==> config.mk <==
export PLATFORM = sky130hd
export DESIGN_NAME = local_history_branch_predictor
export DESIGN_NICKNAME = d
export VERILOG_FILES = /design/src/sv/lhbp_pkg.sv /design/src/sv/local_history_branch_predictor.sv /design/src/sv/lhbp_mod_unit.sv /design/src/sv/lhbp_ram.sv
export SDC_FILE = /design/constraint.sdc
export NUM_CORES = 2
export LEC_CHECK = 0
export BUFFER_PORTS_ARGS = -buffer_cell sky130_fd_sc_hd__buf_2
export CAP_MARGIN = 5
export CORE_ASPECT_RATIO = 0.75
export CORE_MARGIN = 2
export CORE_UTILIZATION = 55
export CTS_CLUSTER_DIAMETER = 40
export DETAILED_ROUTE_END_ITERATION = 8
export GPL_ROUTABILITY_DRIVEN = 0
export PLACE_DENSITY = 0.71
export SYNTH_ARGS = -nofsm -noshare
export SYNTH_HDL_FRONTEND = slang
export SYNTH_SLANG_ARGS = --single-unit
==> constraint.sdc <==
create_clock -name clock -period 30.1 [get_ports clock]
set_input_delay 6.02 -clock clock [delete_from_list [all_inputs] [get_ports clock]]
set_output_delay 6.02 -clock clock [all_outputs]
set_load 0.005 [all_outputs]
==> src/sv/lhbp_pkg.sv <==
// ----------------------------------------------------------------------------
// lhbp_pkg
// Widths, row layout, beat layouts and controller states of the local
// history branch predictor.
// ----------------------------------------------------------------------------
`timescale 1ns / 1ps

package lhbp_pkg;

   localparam int MAX_ENTRIES     = 64;
   localparam int HISTORY_BITS    = 3;
   localparam int MISS_COUNT_BITS = 16;

   localparam int ADDR_W = 16;
   localparam int CFG_W  = 7;
   localparam int CTR_W  = 2;
   localparam int ENT_W  = (MAX_ENTRIES > 1) ? $clog2(MAX_ENTRIES) : 1;
   localparam int DIV_W  = $clog2(MAX_ENTRIES + 1);

   localparam int CTR_PER_ENTRY = 1 << HISTORY_BITS;

   // modulo unit: address bits consumed per cycle
   localparam int MOD_STEP   = 8;
   localparam int MOD_CYCLES = (ADDR_W + MOD_STEP - 1) / MOD_STEP;
   localparam int MOD_CNT_W  = (MOD_CYCLES > 1) ? $clog2(MOD_CYCLES) : 1;

   typedef logic [CTR_W-1:0] ctr_type;

   typedef struct packed {
      logic [MISS_COUNT_BITS-1:0]    miss;
      logic [HISTORY_BITS-1:0]       hist;
      ctr_type [CTR_PER_ENTRY-1:0]   ctrs;
   } row_type;

   localparam int ROW_W = $bits(row_type);

   localparam int REQ_FIELDS_W = ADDR_W + 1;
   localparam int REQ_W        = ((REQ_FIELDS_W + 7) / 8) * 8;

   typedef struct packed {
      logic [REQ_W-REQ_FIELDS_W-1:0] pad;
      logic                          taken;
      logic [ADDR_W-1:0]             instr_address;
   } req_type;

   localparam int RSP_FIELDS_W = ENT_W + HISTORY_BITS + CTR_W + 2 + MISS_COUNT_BITS;
   localparam int RSP_W        = ((RSP_FIELDS_W + 7) / 8) * 8;

   typedef struct packed {
      logic [RSP_W-RSP_FIELDS_W-1:0] pad;
      logic [MISS_COUNT_BITS-1:0]    miss_total;
      logic                          mispredicted;
      logic                          predicted_taken;
      ctr_type                       counter_before;
      logic [HISTORY_BITS-1:0]       history_used;
      logic [ENT_W-1:0]              entry_index;
   } rsp_type;

   typedef enum logic [1:0] {
      ST_IDLE,
      ST_DIV,
      ST_UPD
   } state_type;

endpackage

==> src/sv/local_history_branch_predictor.sv <==
// Two-level local branch predictor. Each request beat is one resolved
// instruction; each response beat reports the entry used, its history, the
// counter that made the prediction, the prediction, whether it missed and the
// entry's saturating miss count after the update. A beat passes through the
// modulo unit (8 address bits per cycle, then the row read of the single
// entry RAM) and then the row is updated and written back. A new request is
// taken in the write-back cycle of the last one at the earliest, so the block
// works on one request at a time; the response register holds the previous
// response while the next request is worked out, and the write-back waits
// while that response is still unaccepted. Per-entry valid bits make the tables read as zero after
// reset, so there is no clearing pass.
// ----------------------------------------------------------------------------
// local_history_branch_predictor
// Top level: controller, valid bits, row update and response register.
// ----------------------------------------------------------------------------
`timescale 1ns / 1ps

module local_history_branch_predictor import lhbp_pkg::*; (
   input  logic             clock,
   input  logic             reset,
   input  logic             csr_we,
   input  logic [CFG_W-1:0] csr_wdata,   // entries_in_use
   input  logic             req_tvalid,
   output logic             req_tready,
   input  logic [REQ_W-1:0] req_tdata,   // instr_address, taken
   output logic             rsp_tvalid,
   input  logic             rsp_tready,
   output logic [RSP_W-1:0] rsp_tdata    // entry_index, history_used,
                                         // counter_before, predicted_taken,
                                         // mispredicted, miss_total
);

   state_type            state_ff, state_in;
   logic [CFG_W-1:0]     cfg_ff;
   logic                 taken_ff;
   logic [MAX_ENTRIES-1:0] valid_ff, valid_in;
   logic [ENT_W-1:0]     ent_ff;
   logic                 rd_valid_ff;
   logic                 rsp_tvalid_ff, rsp_tvalid_in;
   rsp_type              rsp_data_ff;

   req_type              req;
   logic [DIV_W-1:0]     divisor;
   logic                 accept;
   logic                 out_free;
   logic                 mod_done;
   logic [ENT_W-1:0]     mod_rem;
   logic                 rd_issue;
   logic                 upd_fire;
   logic [ROW_W-1:0]     ram_rd_data;
   row_type              row_cur, row_new;
   ctr_type              ctr;
   logic                 pred, miss;
   rsp_type              rsp_new;

   assign req      = req_type'(req_tdata);
   assign out_free = !rsp_tvalid_ff || rsp_tready;
   assign accept   = req_tvalid && req_tready;

   always_comb begin
      if (cfg_ff == '0) begin
         divisor = DIV_W'(1);
      end else if (int'(cfg_ff) > MAX_ENTRIES) begin
         divisor = DIV_W'(MAX_ENTRIES);
      end else begin
         divisor = DIV_W'(cfg_ff);
      end
   end

   // next state
   always_comb begin
      state_in = state_ff;
      unique case (state_ff)
         ST_IDLE: begin
            if (req_tvalid) state_in = ST_DIV;
         end
         ST_DIV: begin
            if (mod_done) state_in = ST_UPD;
         end
         ST_UPD: begin
            if (out_free) state_in = req_tvalid ? ST_DIV : ST_IDLE;
         end
         default: state_in = ST_IDLE;
      endcase
   end

   // controller outputs
   always_comb begin
      req_tready = 1'b0;
      rd_issue   = 1'b0;
      upd_fire   = 1'b0;
      unique case (state_ff)
         ST_IDLE: req_tready = 1'b1;
         ST_DIV:  rd_issue   = mod_done;
         ST_UPD: begin
            upd_fire   = out_free;
            req_tready = out_free;
         end
         default: ;
      endcase
   end

   lhbp_mod_unit u_mod (
      .clock     (clock),
      .reset     (reset),
      .start     (accept),
      .dividend  (req.instr_address),
      .divisor   (divisor),
      .done      (mod_done),
      .remainder (mod_rem)
   );

   lhbp_ram #(
      .WIDTH (ROW_W),
      .DEPTH (MAX_ENTRIES)
   ) u_rows (
      .clock   (clock),
      .wr_en   (upd_fire),
      .wr_addr (ent_ff),
      .wr_data (row_new),
      .rd_en   (rd_issue),
      .rd_addr (mod_rem),
      .rd_data (ram_rd_data)
   );

   // row update
   always_comb begin
      row_cur = rd_valid_ff ? row_type'(ram_rd_data) : '0;
      ctr     = row_cur.ctrs[row_cur.hist];
      pred    = ctr[1];
      miss    = pred != taken_ff;
      row_new = row_cur;
      if (miss && !(&row_cur.miss)) begin
         row_new.miss = row_cur.miss + MISS_COUNT_BITS'(1);
      end
      if (taken_ff) begin
         if (ctr != '1) row_new.ctrs[row_cur.hist] = ctr + CTR_W'(1);
      end else begin
         if (ctr != '0) row_new.ctrs[row_cur.hist] = ctr - CTR_W'(1);
      end
      row_new.hist = HISTORY_BITS'({row_cur.hist, taken_ff});

      rsp_new                 = '0;
      rsp_new.entry_index     = ent_ff;
      rsp_new.history_used    = row_cur.hist;
      rsp_new.counter_before  = ctr;
      rsp_new.predicted_taken = pred;
      rsp_new.mispredicted    = miss;
      rsp_new.miss_total      = row_new.miss;
   end

   always_comb begin
      valid_in = valid_ff;
      if (upd_fire) valid_in[ent_ff] = 1'b1;
   end

   always_comb begin
      rsp_tvalid_in = rsp_tvalid_ff;
      if (upd_fire) begin
         rsp_tvalid_in = 1'b1;
      end else if (rsp_tready) begin
         rsp_tvalid_in = 1'b0;
      end
   end

   always_ff @(posedge clock) begin
      if (reset) begin
         state_ff      <= ST_IDLE;
         cfg_ff        <= CFG_W'(1);
         valid_ff      <= '0;
         rsp_tvalid_ff <= 1'b0;
      end else begin
         state_ff      <= state_in;
         valid_ff      <= valid_in;
         rsp_tvalid_ff <= rsp_tvalid_in;
         if (csr_we) cfg_ff <= csr_wdata;
      end
   end

   always_ff @(posedge clock) begin
      if (accept) taken_ff <= req.taken;
      if (rd_issue) begin
         ent_ff      <= mod_rem;
         rd_valid_ff <= valid_ff[mod_rem];
      end
      if (upd_fire) rsp_data_ff <= rsp_new;
   end

   assign rsp_tvalid = rsp_tvalid_ff;
   assign rsp_tdata  = rsp_data_ff;

endmodule

==> src/sv/lhbp_mod_unit.sv <==
// ----------------------------------------------------------------------------
// lhbp_mod_unit
// Iterative restoring remainder: address modulo entry count, several
// address bits per cycle.
// ----------------------------------------------------------------------------
`timescale 1ns / 1ps

module lhbp_mod_unit import lhbp_pkg::*; (
   input  logic              clock,
   input  logic              reset,
   input  logic              start,
   input  logic [ADDR_W-1:0] dividend,
   input  logic [DIV_W-1:0]  divisor,
   output logic              done,
   output logic [ENT_W-1:0]  remainder
);

   localparam int CMP_W = ENT_W + 2;

   logic                 busy_ff, busy_in;
   logic                 done_ff, done_in;
   logic [MOD_CNT_W-1:0] cnt_ff, cnt_in;
   logic [ADDR_W-1:0]    shreg_ff, shreg_in;
   logic [ENT_W-1:0]     rem_ff, rem_in;
   logic [ENT_W-1:0]     step_rem;

   always_comb begin
      logic [ENT_W:0] t;
      step_rem = rem_ff;
      for (int i = 0; i < MOD_STEP; i++) begin
         t = {step_rem, shreg_ff[ADDR_W-1-i]};
         if (CMP_W'(t) >= CMP_W'(divisor)) begin
            step_rem = ENT_W'(CMP_W'(t) - CMP_W'(divisor));
         end else begin
            step_rem = ENT_W'(t);
         end
      end
   end

   always_comb begin
      busy_in  = busy_ff;
      done_in  = 1'b0;
      cnt_in   = cnt_ff;
      shreg_in = shreg_ff;
      rem_in   = rem_ff;
      if (start) begin
         busy_in  = 1'b1;
         cnt_in   = '0;
         shreg_in = dividend;
         rem_in   = '0;
      end else if (busy_ff) begin
         rem_in   = step_rem;
         shreg_in = shreg_ff << MOD_STEP;
         cnt_in   = cnt_ff + MOD_CNT_W'(1);
         if (cnt_ff == MOD_CNT_W'(MOD_CYCLES - 1)) begin
            busy_in = 1'b0;
            done_in = 1'b1;
         end
      end
   end

   always_ff @(posedge clock) begin
      if (reset) begin
         busy_ff <= 1'b0;
         done_ff <= 1'b0;
         cnt_ff  <= '0;
      end else begin
         busy_ff <= busy_in;
         done_ff <= done_in;
         cnt_ff  <= cnt_in;
      end
   end

   always_ff @(posedge clock) begin
      shreg_ff <= shreg_in;
      rem_ff   <= rem_in;
   end

   assign done      = done_ff;
   assign remainder = rem_ff;

endmodule

==> src/sv/lhbp_ram.sv <==
// ----------------------------------------------------------------------------
// lhbp_ram
// Simple dual-port synchronous RAM, one write and one registered read port.
// ----------------------------------------------------------------------------
`timescale 1ns / 1ps

module lhbp_ram #(
   parameter  int WIDTH = 8,
   parameter  int DEPTH = 64,
   localparam int AW    = (DEPTH > 1) ? $clog2(DEPTH) : 1
) (
   input  logic             clock,
   input  logic             wr_en,
   input  logic [AW-1:0]    wr_addr,
   input  logic [WIDTH-1:0] wr_data,
   input  logic             rd_en,
   input  logic [AW-1:0]    rd_addr,
   output logic [WIDTH-1:0] rd_data
);

   logic [WIDTH-1:0] mem [DEPTH];
   logic [WIDTH-1:0] rd_data_ff;

   always_ff @(posedge clock) begin
      if (wr_en) begin
         mem[wr_addr] <= wr_data;
      end
   end

   always_ff @(posedge clock) begin
      if (rd_en) begin
         rd_data_ff <= mem[rd_addr];
      end
   end

   assign rd_data = rd_data_ff;

endmodule

==> run metrics <==
crit end category=register; CTS tree=yes; Port-buffer cells=59; H-tree depth=4; syn avg cell area=~22 um2; Max Cap Viol=0; fin crit share=just over 50%; DP HPWL=between 100000 and 150000 um; DP Cell Count=between 6000 and 7000; drt drc=0; status=finished, final reports clean; worst skew pair latency=between 0.8 and 0.9 ns; fillers=between 10000 and 15000; Die X=approximately 480 um; 1st-pass router iterations=6; Worst R2R Path Depth=52; Chip Height=between 300 and 400 um; ratio of cells with drive above 1 in the final layout=between 20% and 30%; largest net degree at the start of global routing=between 100 and 150; Setup violations, final=0; TritonCTS Buffers=220; synth warn=0; die area=~180000 um2; final WL=between 200000 and 250000 um; Hold-fix buffers, CTS=0; DR vias/cell=6.69; Cells after Synth=approximately 4400; WP data arrival=15.93 ns; Critical-path top delay cell=o21ai_0; worst-path maximum fanout=13; Yosys reg bits=about 2400; non-filler instance count after layout=about 7000; sequential fraction of the synthesis area=between 70% and 80%; clk_skew=approximately 0.040 ns; Final Slew Violations=0; Post-CTS Setup Bufs=0; Bufs on Longest Clock Path=3; vias in the first global route=roughly 46000; worst hold slack=0.467 ns; area of the multi-input gates=23000 um2; initial antenna violation count=1; GRT Total Usage=a little over a quarter; global route total overflow=0; final net count=~4700; nature of the critical path startpoint=register; Main synth FF type=edfxtp_1; core box area=between 150000 and 200000 um2; Fin. Hold Viols=0; synth top area cells=edfxtp_1, mux4_2, dfxtp_1; slew at the pin closest to its max-slew limit=approximately 1.3 ns; most used routing layer=met1; Clock Tree Root=clkbuf_16; Reg clk slew, reported paths=0.06 ns; Peak Freq=~66 MHz; post-CTS sizing=0; Final min period=roughly 15 ns; post-synth top area share=approximately 74%; Avg WL per Cell=33.1 um; vias=around 47000; met1 global-route usage=between 40% and 50%; Setup CP Type=register to register; Synth-to-Final Area Change=12.1%; Critical R2R Launch=cfg_ff[6]; Distinct cells, synth=61; GR met2 Demand/Resource=38.7%; CP endpoint=u_mod.remainder[2]; Std-Cell Rows=~130; FFs w/ async S/R, synth=0%; Post-synth EDFFs=approximately 2300; first-pass GRT wire length=~330000 um; RSZ-0062 raised after global routing=false; clock sinks=between 2000 and 2500; Mapped Area=94900 um2; worst hold path class=register to register; Post-DRT Antenna Nets=0; R2R setup slack=roughly 15 ns; area leader, netlist=edfxtp_1; Rel. slew slack=between 10 and 15%; # IOs=70; Reg area=approximately 72000 um2; Iter 0 DRT Violations=around 6900; Largest stage delay, worst path=0.90 ns; Crit. Startpoint=cfg_ff[6]; WP data required=30.81 ns; r2r endpoint=u_mod.remainder[2]; final setup TNS=0 ns; met3 GRT Util=7.42%; initial core utilization=55.6%
## cell usage in the layout (no fill, tap or decap), types with 12 or more instances in the layout
cell type / instances
nor2_4: 66
mux4_2: 703
mux2_2: 14
nor2b_1: 39
buf_4: 127
mux2i_1: 35
a22oi_1: 43
o21ai_0: 39
a21oi_1: 72
nand4_1: 13
inv_1: 37
xnor2_1: 21
clkbuf_1: 35
clkinv_2: 35
clkbuf_16: 229
and2_1: 17
nor2_1: 198
clkinv_1: 36
nand2_1: 137
nand2b_1: 17
a211oi_1: 42
bufinv_16: 25
ha_1: 59
nand3_1: 12
buf_2: 59
dfxtp_1: 77
edfxtp_1: 2327
clkinvlp_4: 13
a21o_1: 21
o22ai_1: 15
## metrics by stage
stage | instance area (um2) | utilization (%) | setup slack, ns
after detailed placement | 98900 | 57.9 | 15.14
after global routing | 106000 | 62.3 | 13.64
after CTS | 106000 | 62.3 | 14.95
after floorplan | 94900 | - | 17.48
after global placement | 98900 | 57.9 | 15.30
final | 106000 | 62.3 | 14.88
## cell families after synthesis
| family | synth area share (%) |
|---|---|
| flops | 75.4 |
| mux | 17.3 |
| simple gates | 2.51 |
| compound gates | 2.21 |
| buf+inv | 1.32 |
| fa+ha+maj | 0.947 |
| xor+xnor | 0.323 |
| other cells | 0.00395 |
## state kept, by name, indices dropped and copies added, names as in the netlist
name	cells
ent_ff	6
u_mod.busy_ff	1
cfg_ff	7
rsp_tdata	28
u_mod.shreg_ff	16
u_mod.remainder	6
taken_ff	1
u_rows.rd_data	35
u_mod.cnt_ff	1
rsp_tvalid	1
rd_valid_ff	1
u_rows.mem	2240
u_mod.done	1
state_ff	2
valid_ff	64
## how the worst min path moves through the flow
stage	to	startpoint	cells after the start	slack, ns
2_1_floorplan	rsp_tdata[3]	ent_ff[3]	0	0.42
5_1_grt	valid_ff[18]	valid_ff[18]	2	0.49
4_1_cts	valid_ff[29]	valid_ff[29]	2	0.47
6_report	valid_ff[29]	valid_ff[29]	2	0.47
3_3_place_gp	valid_ff[36]	valid_ff[36]	2	0.44
3_5_place_dp	valid_ff[36]	valid_ff[36]	2	0.45
## synthesized netlist by cell type, types with 7 or more instances
cell	n
a211oi_1	42
a21o_1	21
a21oi_1	73
a22oi_1	44
and2_1	18
buf_1	19
buf_2	78
buf_4	15
buf_6	11
clkbuf_1	103
dfxtp_1	83
edfxtp_1	2327
fa_1	8
ha_1	59
inv_1	38
mux2_2	14
mux2i_1	42
mux4_2	703
nand2_1	137
nand2b_1	17
nand3_1	12
nand4_1	13
nor2_1	265
nor2b_1	41
nor3_1	10
o21a_1	9
o21ai_0	40
o21bai_1	7
o22ai_1	15
o31ai_1	11
xnor2_1	22
xor2_1	13
## layer usage
metal	wire length [um]	part of all wire [%]
met1	93500	40
met2	105000	45
met3	28900	12
met4	4960	2.1
met5	0	0
## layout make-up
class | count | area share [%]
Timing Repair Buffer | 191 | 1.27
Clock buffer | 277 | 5.62
Multi-Input combinational cell | 1718 | 21.7
Antenna cell | 1 | 0.00235
Clock inverter | 135 | 1.35
Tap cell | 2261 | 2.66
Inverter | 39 | 0.138
Sequential cell | 2410 | 67.3
## worst max-delay path: cells and delay by family, from the launching register on
family                   cells  cell delay [ns]
AO/OA/AOI/OAI               31             8.09
adder cells (fa/ha/maj)      8             2.84
AND/OR/NAND/NOR              8             1.98
multiplexers                 3             1.43
flip-flops                   1             0.34
buffers and inverters        1             0.18
XOR/XNOR                     1             0.16
Power is left out: the tool's default activity adds up to more than one toggle a clock period on the data nets, which glitch-free logic cannot reach.
